<file path="config.mk">
export PLATFORM = sky130hd
export DESIGN_NAME = calendar_clock_with_event_queue_top
export DESIGN_NICKNAME = d
export VERILOG_FILES = /design/src/rtl/cceq_pkg.sv /design/src/rtl/calendar_clock_with_event_queue_top.sv /design/src/rtl/cceq_div.sv /design/src/rtl/cceq_store.sv
export SDC_FILE = /design/constraint.sdc
export NUM_CORES = 2
export LEC_CHECK = 0
export ABC_AREA = 1
export BUFFER_PORTS_ARGS = -buffer_cell sky130_fd_sc_hd__buf_2
export CORE_MARGIN = 2
export CORE_UTILIZATION = 50
export CTS_CLUSTER_DIAMETER = 120
export DETAILED_ROUTE_END_ITERATION = 10
export PLACE_DENSITY_LB_ADDON = 0.1
export SYNTH_ARGS = -nofsm -noshare
export SYNTH_HDL_FRONTEND = slang
export SYNTH_HIERARCHICAL = 1
export SYNTH_SLANG_ARGS = --single-unit
</file>
<file path="constraint.sdc">
create_clock -name clk -period 7.3 [get_ports clk]
set_clock_uncertainty 0.15 [all_clocks]
set_input_delay 0.365 -clock clk [delete_from_list [all_inputs] [get_ports clk]]
set_output_delay 0.365 -clock clk [all_outputs]
set_load 0.05 [all_outputs]
</file>
<file path="src/rtl/cceq_pkg.sv">
// Shared types, constants and codes for the calendar clock with event queue.
package cceq_pkg;

  localparam int QUEUE_DEPTH_DEF   = 16;
  localparam int SECS_PER_MIN_DEF  = 60;
  localparam int MINS_PER_HOUR_DEF = 60;
  localparam int HOURS_PER_DAY_DEF = 24;
  localparam int DAYS_PER_MON_DEF  = 50;
  localparam int MONS_PER_YEAR_DEF = 8;

  // Most events released by one advance word.
  localparam int MAX_FIRE = 16;
  localparam int FIRE_W   = $clog2(MAX_FIRE + 1);

  // Calendar divider widths. The reciprocal shift covers every dividend below
  // 2**DIV_DW and every divisor below 2**DIV_SW exactly.
  localparam int DIV_DW = 18;
  localparam int DIV_SW = 8;
  localparam int RCP_SH = DIV_DW + DIV_SW;
  localparam int RCP_W  = RCP_SH + 1;

  localparam logic [1:0] ST_ADDED = 2'd0;
  localparam logic [1:0] ST_FULL  = 2'd1;
  localparam logic [1:0] ST_FIRED = 2'd2;
  localparam logic [1:0] ST_NONE  = 2'd3;

  localparam logic MODE_ADD = 1'b0;

  typedef struct packed {
    logic [15:0] tag;
    logic [47:0] tm;
  } entry_t;

  typedef struct packed {
    logic              start;
    logic [DIV_DW-1:0] dividend;
    logic [DIV_SW-1:0] divisor;
    logic [RCP_W-1:0]  recip;
  } div_req_t;

  typedef struct packed {
    logic              done;
    logic [DIV_DW-1:0] quot;
    logic [DIV_SW-1:0] rem;
  } div_rsp_t;

  typedef enum logic [3:0] {
    FSM_IDLE,
    FSM_INS_CHK,
    FSM_INS_RD,
    FSM_CAL_GO,
    FSM_CAL_WAIT,
    FSM_FIRE_RD,
    FSM_FIRE_CHK,
    FSM_FIN
  } fsm_t;

endpackage

</file>
<file path="src/rtl/calendar_clock_with_event_queue_top.sv">
// Top level: calendar clock with a time-ordered event queue.
//
// Input words (in_*): in_tuser selects the request, 0 adds an event with the
// given trigger time and tag, 1 advances the clock by time_units seconds.
// Result words (out_*): every input word produces one or more results; the
// final one of an input carries out_tlast. out_tuser holds the status.
// An add returns one word, added or queue full. An advance rolls the
// calendar over and then releases every queued event due at or before the
// new total, earliest first, up to 16 per advance; with none due, or with a
// zero advance, it returns one word with status "none fired".
// Events sit in a ring buffer in a single-port-read RAM. An add walks from
// the tail toward the head, moving each later entry one slot toward the tail.
// An advance spends 5 constant divisions on the calendar, then releases the
// due events from the head.
// A new word is taken only after the previous one is fully answered.
// Reset clears the queue, the total and sets the date to day 1, month 1,
// year 1. While the receiver stalls, the pending result is held in the
// output register and the block waits.
module calendar_clock_with_event_queue_top #(
  parameter int QUEUE_DEPTH       = cceq_pkg::QUEUE_DEPTH_DEF,
  parameter int SECS_PER_MIN      = cceq_pkg::SECS_PER_MIN_DEF,
  parameter int MINS_PER_HOUR     = cceq_pkg::MINS_PER_HOUR_DEF,
  parameter int HOURS_PER_DAY_P   = cceq_pkg::HOURS_PER_DAY_DEF,
  parameter int DAYS_PER_MONTH    = cceq_pkg::DAYS_PER_MON_DEF,
  parameter int MONTHS_PER_YEAR_P = cceq_pkg::MONS_PER_YEAR_DEF
) (
  input  logic         clk,
  input  logic         rst_n,
  input  logic         in_tvalid,
  output logic         in_tready,
  input  logic [79:0]  in_tdata,   // time_units, trigger_time, event_tag
  input  logic [0:0]   in_tuser,   // mode
  output logic         out_tvalid,
  input  logic         out_tready,
  output logic [159:0] out_tdata,  // fired_tag, fired_time, cur_second, cur_minute,
                                   // cur_hour, cur_day, cur_month, cur_year, cur_total
  output logic [1:0]   out_tuser,  // status
  output logic         out_tlast
);
  import cceq_pkg::*;

  localparam int AW = (QUEUE_DEPTH > 1) ? $clog2(QUEUE_DEPTH) : 1;
  localparam int CW = $clog2(QUEUE_DEPTH + 1);
  localparam int SW = CW + 1;

  // Rounded-up reciprocals of the calendar divisors.
  localparam longint ONE_SH = longint'(1) << RCP_SH;
  localparam logic [RCP_W-1:0] RCP_SEC =
    RCP_W'((ONE_SH + SECS_PER_MIN - 1) / SECS_PER_MIN);
  localparam logic [RCP_W-1:0] RCP_MIN =
    RCP_W'((ONE_SH + MINS_PER_HOUR - 1) / MINS_PER_HOUR);
  localparam logic [RCP_W-1:0] RCP_HOUR =
    RCP_W'((ONE_SH + HOURS_PER_DAY_P - 1) / HOURS_PER_DAY_P);
  localparam logic [RCP_W-1:0] RCP_DAY =
    RCP_W'((ONE_SH + DAYS_PER_MONTH - 1) / DAYS_PER_MONTH);
  localparam logic [RCP_W-1:0] RCP_MON =
    RCP_W'((ONE_SH + MONTHS_PER_YEAR_P - 1) / MONTHS_PER_YEAR_P);

  fsm_t state_r, state_nxt;

  logic [CW-1:0]     count_r, count_nxt;
  logic [AW-1:0]     head_r, head_nxt;
  logic [CW-1:0]     ins_i_r, ins_i_nxt;
  logic [FIRE_W-1:0] nfire_r, nfire_nxt;
  logic [2:0]        cal_idx_r, cal_idx_nxt;
  logic [1:0]        fin_st_r, fin_st_nxt;

  logic [47:0] total_r, total_nxt;
  logic [5:0]  sec_r, sec_nxt;
  logic [5:0]  min_r, min_nxt;
  logic [4:0]  hour_r, hour_nxt;
  logic [5:0]  day_r, day_nxt;
  logic [3:0]  mon_r, mon_nxt;
  logic [15:0] year_r, year_nxt;

  // Payload registers of the word in flight.
  logic [15:0]       units_r, units_nxt;
  entry_t            new_r, new_nxt;
  entry_t            pend_r, pend_nxt;
  logic [DIV_DW-1:0] carry_r, carry_nxt;

  logic         out_valid_r, out_valid_nxt;
  logic [159:0] out_data_r, out_data_nxt;
  logic [1:0]   out_user_r, out_user_nxt;
  logic         out_last_r, out_last_nxt;

  logic      out_free;
  logic      in_acc;
  logic      mem_we, mem_re;
  logic [AW-1:0] mem_waddr, mem_raddr;
  entry_t    mem_wdata, mem_rdata;
  div_req_t  dreq;
  div_rsp_t  drsp;

  logic          emit;
  logic [1:0]    emit_st;
  entry_t        emit_ent;
  logic          emit_last;
  logic [AW-1:0] addr_i, addr_im1;

  // Ring address of head plus an offset below the depth.
  function automatic logic [AW-1:0] ring(input logic [AW-1:0] h, input logic [CW-1:0] k);
    logic [SW-1:0] s;
    s = SW'(h) + SW'(k);
    if (s >= SW'(QUEUE_DEPTH)) begin
      s = s - SW'(QUEUE_DEPTH);
    end
    return s[AW-1:0];
  endfunction

  assign addr_i   = ring(head_r, ins_i_r);
  assign addr_im1 = ring(head_r, ins_i_r - 1'b1);
  assign out_free = !out_valid_r || out_tready;
  assign in_tready = (state_r == FSM_IDLE);
  assign in_acc   = in_tvalid && in_tready;

  cceq_store #(.DEPTH(QUEUE_DEPTH), .AW(AW)) u_store (
    .clk   (clk),
    .we    (mem_we),
    .waddr (mem_waddr),
    .wdata (mem_wdata),
    .re    (mem_re),
    .raddr (mem_raddr),
    .rdata (mem_rdata)
  );

  cceq_div u_div (
    .clk   (clk),
    .rst_n (rst_n),
    .req   (dreq),
    .rsp   (drsp)
  );

  always_comb begin
    state_nxt   = state_r;
    count_nxt   = count_r;
    head_nxt    = head_r;
    ins_i_nxt   = ins_i_r;
    nfire_nxt   = nfire_r;
    cal_idx_nxt = cal_idx_r;
    fin_st_nxt  = fin_st_r;
    total_nxt   = total_r;
    sec_nxt     = sec_r;
    min_nxt     = min_r;
    hour_nxt    = hour_r;
    day_nxt     = day_r;
    mon_nxt     = mon_r;
    year_nxt    = year_r;
    units_nxt   = units_r;
    new_nxt     = new_r;
    pend_nxt    = pend_r;
    carry_nxt   = carry_r;
    mem_we      = 1'b0;
    mem_waddr   = addr_i;
    mem_wdata   = new_r;
    mem_re      = 1'b0;
    mem_raddr   = addr_im1;
    dreq.start  = 1'b0;
    dreq.dividend = '0;
    dreq.divisor  = '0;
    dreq.recip    = '0;
    emit        = 1'b0;
    emit_st     = fin_st_r;
    emit_ent    = pend_r;
    emit_last   = 1'b1;

    case (state_r)
      FSM_IDLE: begin
        if (in_acc) begin
          units_nxt  = in_tdata[15:0];
          new_nxt.tm = in_tdata[63:16];
          new_nxt.tag = in_tdata[79:64];
          pend_nxt   = '0;
          nfire_nxt  = '0;
          ins_i_nxt  = count_r;
          cal_idx_nxt = '0;
          carry_nxt  = '0;
          if (in_tuser[0] == MODE_ADD) begin
            if (count_r >= CW'(QUEUE_DEPTH)) begin
              fin_st_nxt = ST_FULL;
              state_nxt  = FSM_FIN;
            end else begin
              fin_st_nxt = ST_ADDED;
              state_nxt  = FSM_INS_CHK;
            end
          end else begin
            fin_st_nxt = ST_NONE;
            if (in_tdata[15:0] == 16'd0) begin
              state_nxt = FSM_FIN;
            end else begin
              total_nxt = total_r + 48'(in_tdata[15:0]);
              state_nxt = FSM_CAL_GO;
            end
          end
        end
      end
      FSM_INS_CHK: begin
        if (ins_i_r == '0) begin
          mem_we    = 1'b1;
          count_nxt = count_r + 1'b1;
          state_nxt = FSM_FIN;
        end else begin
          mem_re    = 1'b1;
          state_nxt = FSM_INS_RD;
        end
      end
      FSM_INS_RD: begin
        mem_we = 1'b1;
        // A later trigger time moves one slot toward the tail; equal times stay.
        if (mem_rdata.tm > new_r.tm) begin
          mem_wdata = mem_rdata;
          ins_i_nxt = ins_i_r - 1'b1;
          state_nxt = FSM_INS_CHK;
        end else begin
          count_nxt = count_r + 1'b1;
          state_nxt = FSM_FIN;
        end
      end
      FSM_CAL_GO: begin
        dreq.start = 1'b1;
        case (cal_idx_r)
          3'd0: begin
            dreq.dividend = DIV_DW'(sec_r) + DIV_DW'(units_r);
            dreq.divisor  = DIV_SW'(SECS_PER_MIN);
            dreq.recip    = RCP_SEC;
          end
          3'd1: begin
            dreq.dividend = DIV_DW'(min_r) + carry_r;
            dreq.divisor  = DIV_SW'(MINS_PER_HOUR);
            dreq.recip    = RCP_MIN;
          end
          3'd2: begin
            dreq.dividend = DIV_DW'(hour_r) + carry_r;
            dreq.divisor  = DIV_SW'(HOURS_PER_DAY_P);
            dreq.recip    = RCP_HOUR;
          end
          3'd3: begin
            dreq.dividend = DIV_DW'(day_r - 1'b1) + carry_r;
            dreq.divisor  = DIV_SW'(DAYS_PER_MONTH);
            dreq.recip    = RCP_DAY;
          end
          default: begin
            dreq.dividend = DIV_DW'(mon_r - 1'b1) + carry_r;
            dreq.divisor  = DIV_SW'(MONTHS_PER_YEAR_P);
            dreq.recip    = RCP_MON;
          end
        endcase
        state_nxt = FSM_CAL_WAIT;
      end
      FSM_CAL_WAIT: begin
        if (drsp.done) begin
          carry_nxt   = drsp.quot;
          cal_idx_nxt = cal_idx_r + 1'b1;
          state_nxt   = FSM_CAL_GO;
          case (cal_idx_r)
            3'd0: sec_nxt  = drsp.rem[5:0];
            3'd1: min_nxt  = drsp.rem[5:0];
            3'd2: hour_nxt = drsp.rem[4:0];
            3'd3: day_nxt  = 6'(drsp.rem + 1'b1);
            default: begin
              mon_nxt   = 4'(drsp.rem + 1'b1);
              year_nxt  = year_r + drsp.quot[15:0];
              state_nxt = FSM_FIRE_RD;
            end
          endcase
        end
      end
      FSM_FIRE_RD: begin
        if (count_r == '0 || nfire_r == FIRE_W'(MAX_FIRE)) begin
          state_nxt = FSM_FIN;
        end else begin
          mem_re    = 1'b1;
          mem_raddr = head_r;
          state_nxt = FSM_FIRE_CHK;
        end
      end
      FSM_FIRE_CHK: begin
        if (mem_rdata.tm > total_r) begin
          state_nxt = FSM_FIN;
        end else if (nfire_r == '0 || out_free) begin
          // The previous due event goes out now that another one follows it.
          emit       = (nfire_r != '0);
          emit_st    = ST_FIRED;
          emit_last  = 1'b0;
          pend_nxt   = mem_rdata;
          fin_st_nxt = ST_FIRED;
          nfire_nxt  = nfire_r + 1'b1;
          count_nxt  = count_r - 1'b1;
          head_nxt   = ring(head_r, CW'(1));
          state_nxt  = FSM_FIRE_RD;
        end
      end
      FSM_FIN: begin
        if (out_free) begin
          emit      = 1'b1;
          state_nxt = FSM_IDLE;
        end
      end
      default: state_nxt = FSM_IDLE;
    endcase
  end

  always_comb begin
    out_valid_nxt = out_valid_r && !out_tready;
    out_data_nxt  = out_data_r;
    out_user_nxt  = out_user_r;
    out_last_nxt  = out_last_r;
    if (emit) begin
      out_valid_nxt = 1'b1;
      out_user_nxt  = emit_st;
      out_last_nxt  = emit_last;
      out_data_nxt  = {5'd0, total_r, year_r, mon_r, day_r, hour_r, min_r, sec_r,
                       emit_ent.tm, emit_ent.tag};
    end
  end

  always_ff @(posedge clk) begin
    if (!rst_n) begin
      state_r     <= FSM_IDLE;
      count_r     <= '0;
      head_r      <= '0;
      ins_i_r     <= '0;
      nfire_r     <= '0;
      cal_idx_r   <= '0;
      fin_st_r    <= ST_NONE;
      total_r     <= '0;
      sec_r       <= '0;
      min_r       <= '0;
      hour_r      <= '0;
      day_r       <= 6'd1;
      mon_r       <= 4'd1;
      year_r      <= 16'd1;
      out_valid_r <= 1'b0;
    end else begin
      state_r     <= state_nxt;
      count_r     <= count_nxt;
      head_r      <= head_nxt;
      ins_i_r     <= ins_i_nxt;
      nfire_r     <= nfire_nxt;
      cal_idx_r   <= cal_idx_nxt;
      fin_st_r    <= fin_st_nxt;
      total_r     <= total_nxt;
      sec_r       <= sec_nxt;
      min_r       <= min_nxt;
      hour_r      <= hour_nxt;
      day_r       <= day_nxt;
      mon_r       <= mon_nxt;
      year_r      <= year_nxt;
      out_valid_r <= out_valid_nxt;
    end
    units_r    <= units_nxt;
    new_r      <= new_nxt;
    pend_r     <= pend_nxt;
    carry_r    <= carry_nxt;
    out_data_r <= out_data_nxt;
    out_user_r <= out_user_nxt;
    out_last_r <= out_last_nxt;
  end

  assign out_tvalid = out_valid_r;
  assign out_tdata  = out_data_r;
  assign out_tuser  = out_user_r;
  assign out_tlast  = out_last_r;

`ifndef ASSERT_OFF
  a_count_bound: assert property (@(posedge clk) disable iff (!rst_n)
    count_r <= CW'(QUEUE_DEPTH)) else $error("event count above queue depth");

  a_full_only_when_full: assert property (@(posedge clk) disable iff (!rst_n)
    (emit && emit_st == ST_FULL) |-> count_r == CW'(QUEUE_DEPTH))
    else $error("queue full reported with room left");

  a_fire_bound: assert property (@(posedge clk) disable iff (!rst_n)
    nfire_r <= FIRE_W'(MAX_FIRE)) else $error("too many events released");

  a_no_emit_over_full_out: assert property (@(posedge clk) disable iff (!rst_n)
    emit |-> out_free) else $error("result overwrote a waiting word");
`endif

endmodule

</file>
<file path="src/rtl/cceq_div.sv">
// Two-stage reciprocal-multiply divider by a constant, used for the calendar rollover.
module cceq_div (
  input  logic              clk,
  input  logic              rst_n,
  input  cceq_pkg::div_req_t req,
  output cceq_pkg::div_rsp_t rsp
);
  import cceq_pkg::*;

  localparam int PW = DIV_DW + RCP_W;
  localparam int BW = DIV_DW + DIV_SW;

  logic              ph1_r, ph1_nxt;
  logic              ph2_r, ph2_nxt;
  logic              done_r, done_nxt;
  logic [DIV_DW-1:0] dvd_r, dvd_nxt;
  logic [DIV_SW-1:0] dsr_r, dsr_nxt;
  logic [RCP_W-1:0]  rcp_r, rcp_nxt;
  logic [PW-1:0]     prod_r, prod_nxt;
  logic [DIV_DW-1:0] quo_r, quo_nxt;
  logic [DIV_SW-1:0] rem_r, rem_nxt;
  logic [DIV_DW-1:0] quo_c;
  logic [BW-1:0]     back_c;

  always_comb begin
    ph1_nxt  = 1'b0;
    ph2_nxt  = 1'b0;
    done_nxt = 1'b0;
    dvd_nxt  = dvd_r;
    dsr_nxt  = dsr_r;
    rcp_nxt  = rcp_r;
    prod_nxt = prod_r;
    quo_nxt  = quo_r;
    rem_nxt  = rem_r;
    quo_c    = prod_r[RCP_SH +: DIV_DW];
    back_c   = BW'(quo_c) * BW'(dsr_r);
    if (req.start) begin
      ph1_nxt = 1'b1;
      dvd_nxt = req.dividend;
      dsr_nxt = req.divisor;
      rcp_nxt = req.recip;
    end else if (ph1_r) begin
      prod_nxt = PW'(dvd_r) * PW'(rcp_r);
      ph2_nxt  = 1'b1;
    end else if (ph2_r) begin
      quo_nxt  = quo_c;
      rem_nxt  = DIV_SW'(BW'(dvd_r) - back_c);
      done_nxt = 1'b1;
    end
  end

  always_ff @(posedge clk) begin
    if (!rst_n) begin
      ph1_r  <= 1'b0;
      ph2_r  <= 1'b0;
      done_r <= 1'b0;
    end else begin
      ph1_r  <= ph1_nxt;
      ph2_r  <= ph2_nxt;
      done_r <= done_nxt;
    end
    dvd_r  <= dvd_nxt;
    dsr_r  <= dsr_nxt;
    rcp_r  <= rcp_nxt;
    prod_r <= prod_nxt;
    quo_r  <= quo_nxt;
    rem_r  <= rem_nxt;
  end

  assign rsp.done = done_r;
  assign rsp.quot = quo_r;
  assign rsp.rem  = rem_r;

endmodule

</file>
<file path="src/rtl/cceq_store.sv">
// Event store: one write port and one registered read port.
module cceq_store #(
  parameter int DEPTH = cceq_pkg::QUEUE_DEPTH_DEF,
  parameter int AW    = (DEPTH > 1) ? $clog2(DEPTH) : 1
) (
  input  logic            clk,
  input  logic            we,
  input  logic [AW-1:0]   waddr,
  input  cceq_pkg::entry_t wdata,
  input  logic            re,
  input  logic [AW-1:0]   raddr,
  output cceq_pkg::entry_t rdata
);
  import cceq_pkg::*;

  entry_t mem [DEPTH];
  entry_t rdata_r;

  always_ff @(posedge clk) begin
    if (we) begin
      mem[waddr] <= wdata;
    end
    if (re) begin
      rdata_r <= mem[raddr];
    end
  end

  assign rdata = rdata_r;

endmodule
</file>
==> impl_metrics.csv <==
group,metric,value,unit
clocking,cts-buffers-inserted,176,
timing,fin_crit_sh,0.897,
route,drt_iter0_drc,5020,
route,vias_per_cell,5.27,
clocking,root_buffer,"clkbuf_16",
clocking,h-tree-depth,4,
outcome,status,"finished clean",
setup_path,cp-end-kind,"flip-flop",
floorplan,row_count,154,
global_routing,antenna_found_initial,11,
place,dp_hpwl,161,mm
timing,tightest_slew,1.27,ns
route,antenna_left,0,
timing,slew-limit-headroom,0.150,
timing,fin_setup_tns,0,ns
clocking,cts_tree,"yes",
clocking,postCtsSetupBuffers,0,
route,via_count,62126,
setup_path,r2r_setup_slack,0.75,ns
synth,avgSynthCellArea,9.79,um2
synth,netlist_area,88600,um2
clocking,clock-sinks,1623,
route,drc,0,
timing,final-hold-violation-count,0,
setup_path,cp.arrival,6.91,ns
setup_path,worstSetupPathType,"reg2reg",
timing,slew_viol_final,0,
final_layout,synthToLayoutAreaGrowth,11.1,%
global_routing,grt_overflow_total,0,
floorplan,coreArea,176000,um2
floorplan,die_area,181000,um2
run,maxCapViolations,0,
min_path,worstHoldPathType,"in2reg",
timing,setup-violations-final,0,
timing,whs,0.0774,ns
floorplan,chipHeight,425,um
timing,fin_crit,6.55,ns
synth,synth_warnings,6,
place,port_buffers,244,
final_layout,drive_above_1_share,0.0796,
setup_path,cp-start-kind,"flip-flop",
setup_path,crit_chain,"nand2_1 -> fa_1 -> inv_1 -> fa_1 -> fa_1 -> fa_1 -> fa_1 -> inv_1 -> fa_1 -> inv_1 -> ha_1 -> nand2_1 -> inv_1 -> a21oi_1 -> a21boi_0 -> nor2_1 -> nor2_1 -> nand2_1 -> xor2_1",
setup_path,critPathMaxStageDelay,1.14,ns
route,wirelength,251,mm
timing,clock.fmax,153,MHz
route,wl_per_cell,21.3,um
synth,synth_cells,9049,
setup_path,cp_common_cell,"fa_1",
global_routing,grt.total_usage,0.279,
global_routing,grt_pass1_wl,377,mm
clocking,clkSlewWorstSetupHoldPaths,0.06,ns
final_layout,layout.nets,10102,
clocking,cts_hold_buf,85,
floorplan,pin_count,250,
clocking,ctsResizeCount,0,
setup_path,cp_max_fo,27,
setup_path,required,7.66,ns
timing,rsz0062_at_grt,"false",
global_routing,grt_pass1_vias,61838,
floorplan,start_util,0.503,
place,gp_congestion,0.916,
clocking,clk_latency,0.83,ns
route,drt_first_pass_iters,7,
floorplan,chipWidth,425,um
final_layout,nFillCells,15382,
setup_path,cp_slowest_cell,"edfxtp_1",
clocking,clockBufferDepth,3,
global_routing,grt_max_degree,196,
[cells in the final DEF, fill, tap and decap left out, types with 10 or more instances in the layout]
master / instances
nand3_1: 880
nor2_4: 23
bufinv_16: 16
clkinv_2: 32
a21o_1: 20
conb_1: 12
xnor2_1: 21
dlygate4sd3_1: 85
nand4_1: 37
o21a_1: 10
nor2_1: 314
o21bai_1: 10
xor2_1: 53
edfxtp_1: 1501
clkbuf_16: 177
o21ai_1: 26
nor4_1: 10
dfxtp_1: 122
buf_2: 244
o21ai_0: 174
ha_1: 301
clkbuf_1: 38
clkinv_1: 40
nand3b_1: 12
nor3_1: 43
fa_1: 415
nor2_2: 11
nand2_1: 2405
inv_2: 24
buf_4: 98
buf_12: 10
a31oi_1: 11
inv_1: 1865
a21oi_1: 244
o21ai_2: 42
[state kept, by name, summed over array words and instances (netlist names), 6 cells and up]
name           count
year_r            16
u_div/prod_r      18
u_div/dvd_r       18
min_r              6
new_r             64
u_div/rcp_r       27
carry_r           18
u_div/dsr_r        6
units_r           16
sec_r              6
day_r              6
u_store/mem     1024
u_store/rdata     64
u_div/rem_r        6
emit_ent          64
u_div/quo_r       18
out_tdata        155
total_r           48
[metal layers]
layer,track usage,up-vias,share of wire
li1,-,29182,-
met1,0.358,30442,0.41
met2,0.472,1994,0.49
met3,0.0374,508,0.057
met4,0.123,0,0.047
met5,0,-,0
[path summary, 6_finish.rpt]
path / start / end / cells after the start
worst max-delay path: u_div/dvd_r[9] / u_div/prod_r[31] / 19
worst min-delay path: rst_n / fin_st_r[1] / 3
worst max register to register: u_div/dvd_r[9] / u_div/prod_r[31] / 19
worst min register to register: emit_ent[48] / out_tdata[0] / 0
[final cells by class]
class	instances	area, um2	area share
antenna	3	7.51	0.0000763
multi-input combinational	5165	32000	0.326
clock buffer	219	4630	0.0470
inverter	1898	7170	0.0728
timing repair buffer	437	3010	0.0306
clock inverter	109	1140	0.0116
sequential	1623	47500	0.483
tap	2340	2930	0.0297
[worst max-delay path: cells and delay by family, from the launching register on]
family                     cells  cell delay [ns]
buffers and inverters          4             0.19
AOI/OAI and AO/OA              2             0.62
and+or+nand+nor                5             0.51
DFF                            1             1.14
xor gates and xnor gates       1             0.15
adders and majority gates      7             3.48
[metrics by stage]
stage | setup WS, ns | utilization | area [um2] | cells
after global placement | 0.872 | 0.521 | 91800 | 11378
final | 0.751 | 0.559 | 98400 | 11794
after floorplan | 1.38 | - | 88600 | 9060
after detailed placement | 0.814 | 0.521 | 91800 | 11378
after global routing | 0.373 | 0.559 | 98400 | 11792
after CTS | 0.804 | 0.559 | 98400 | 11791
Power is not shown: default switching activity piles up to over one toggle a cycle in this logic, so the estimate is an artifact.
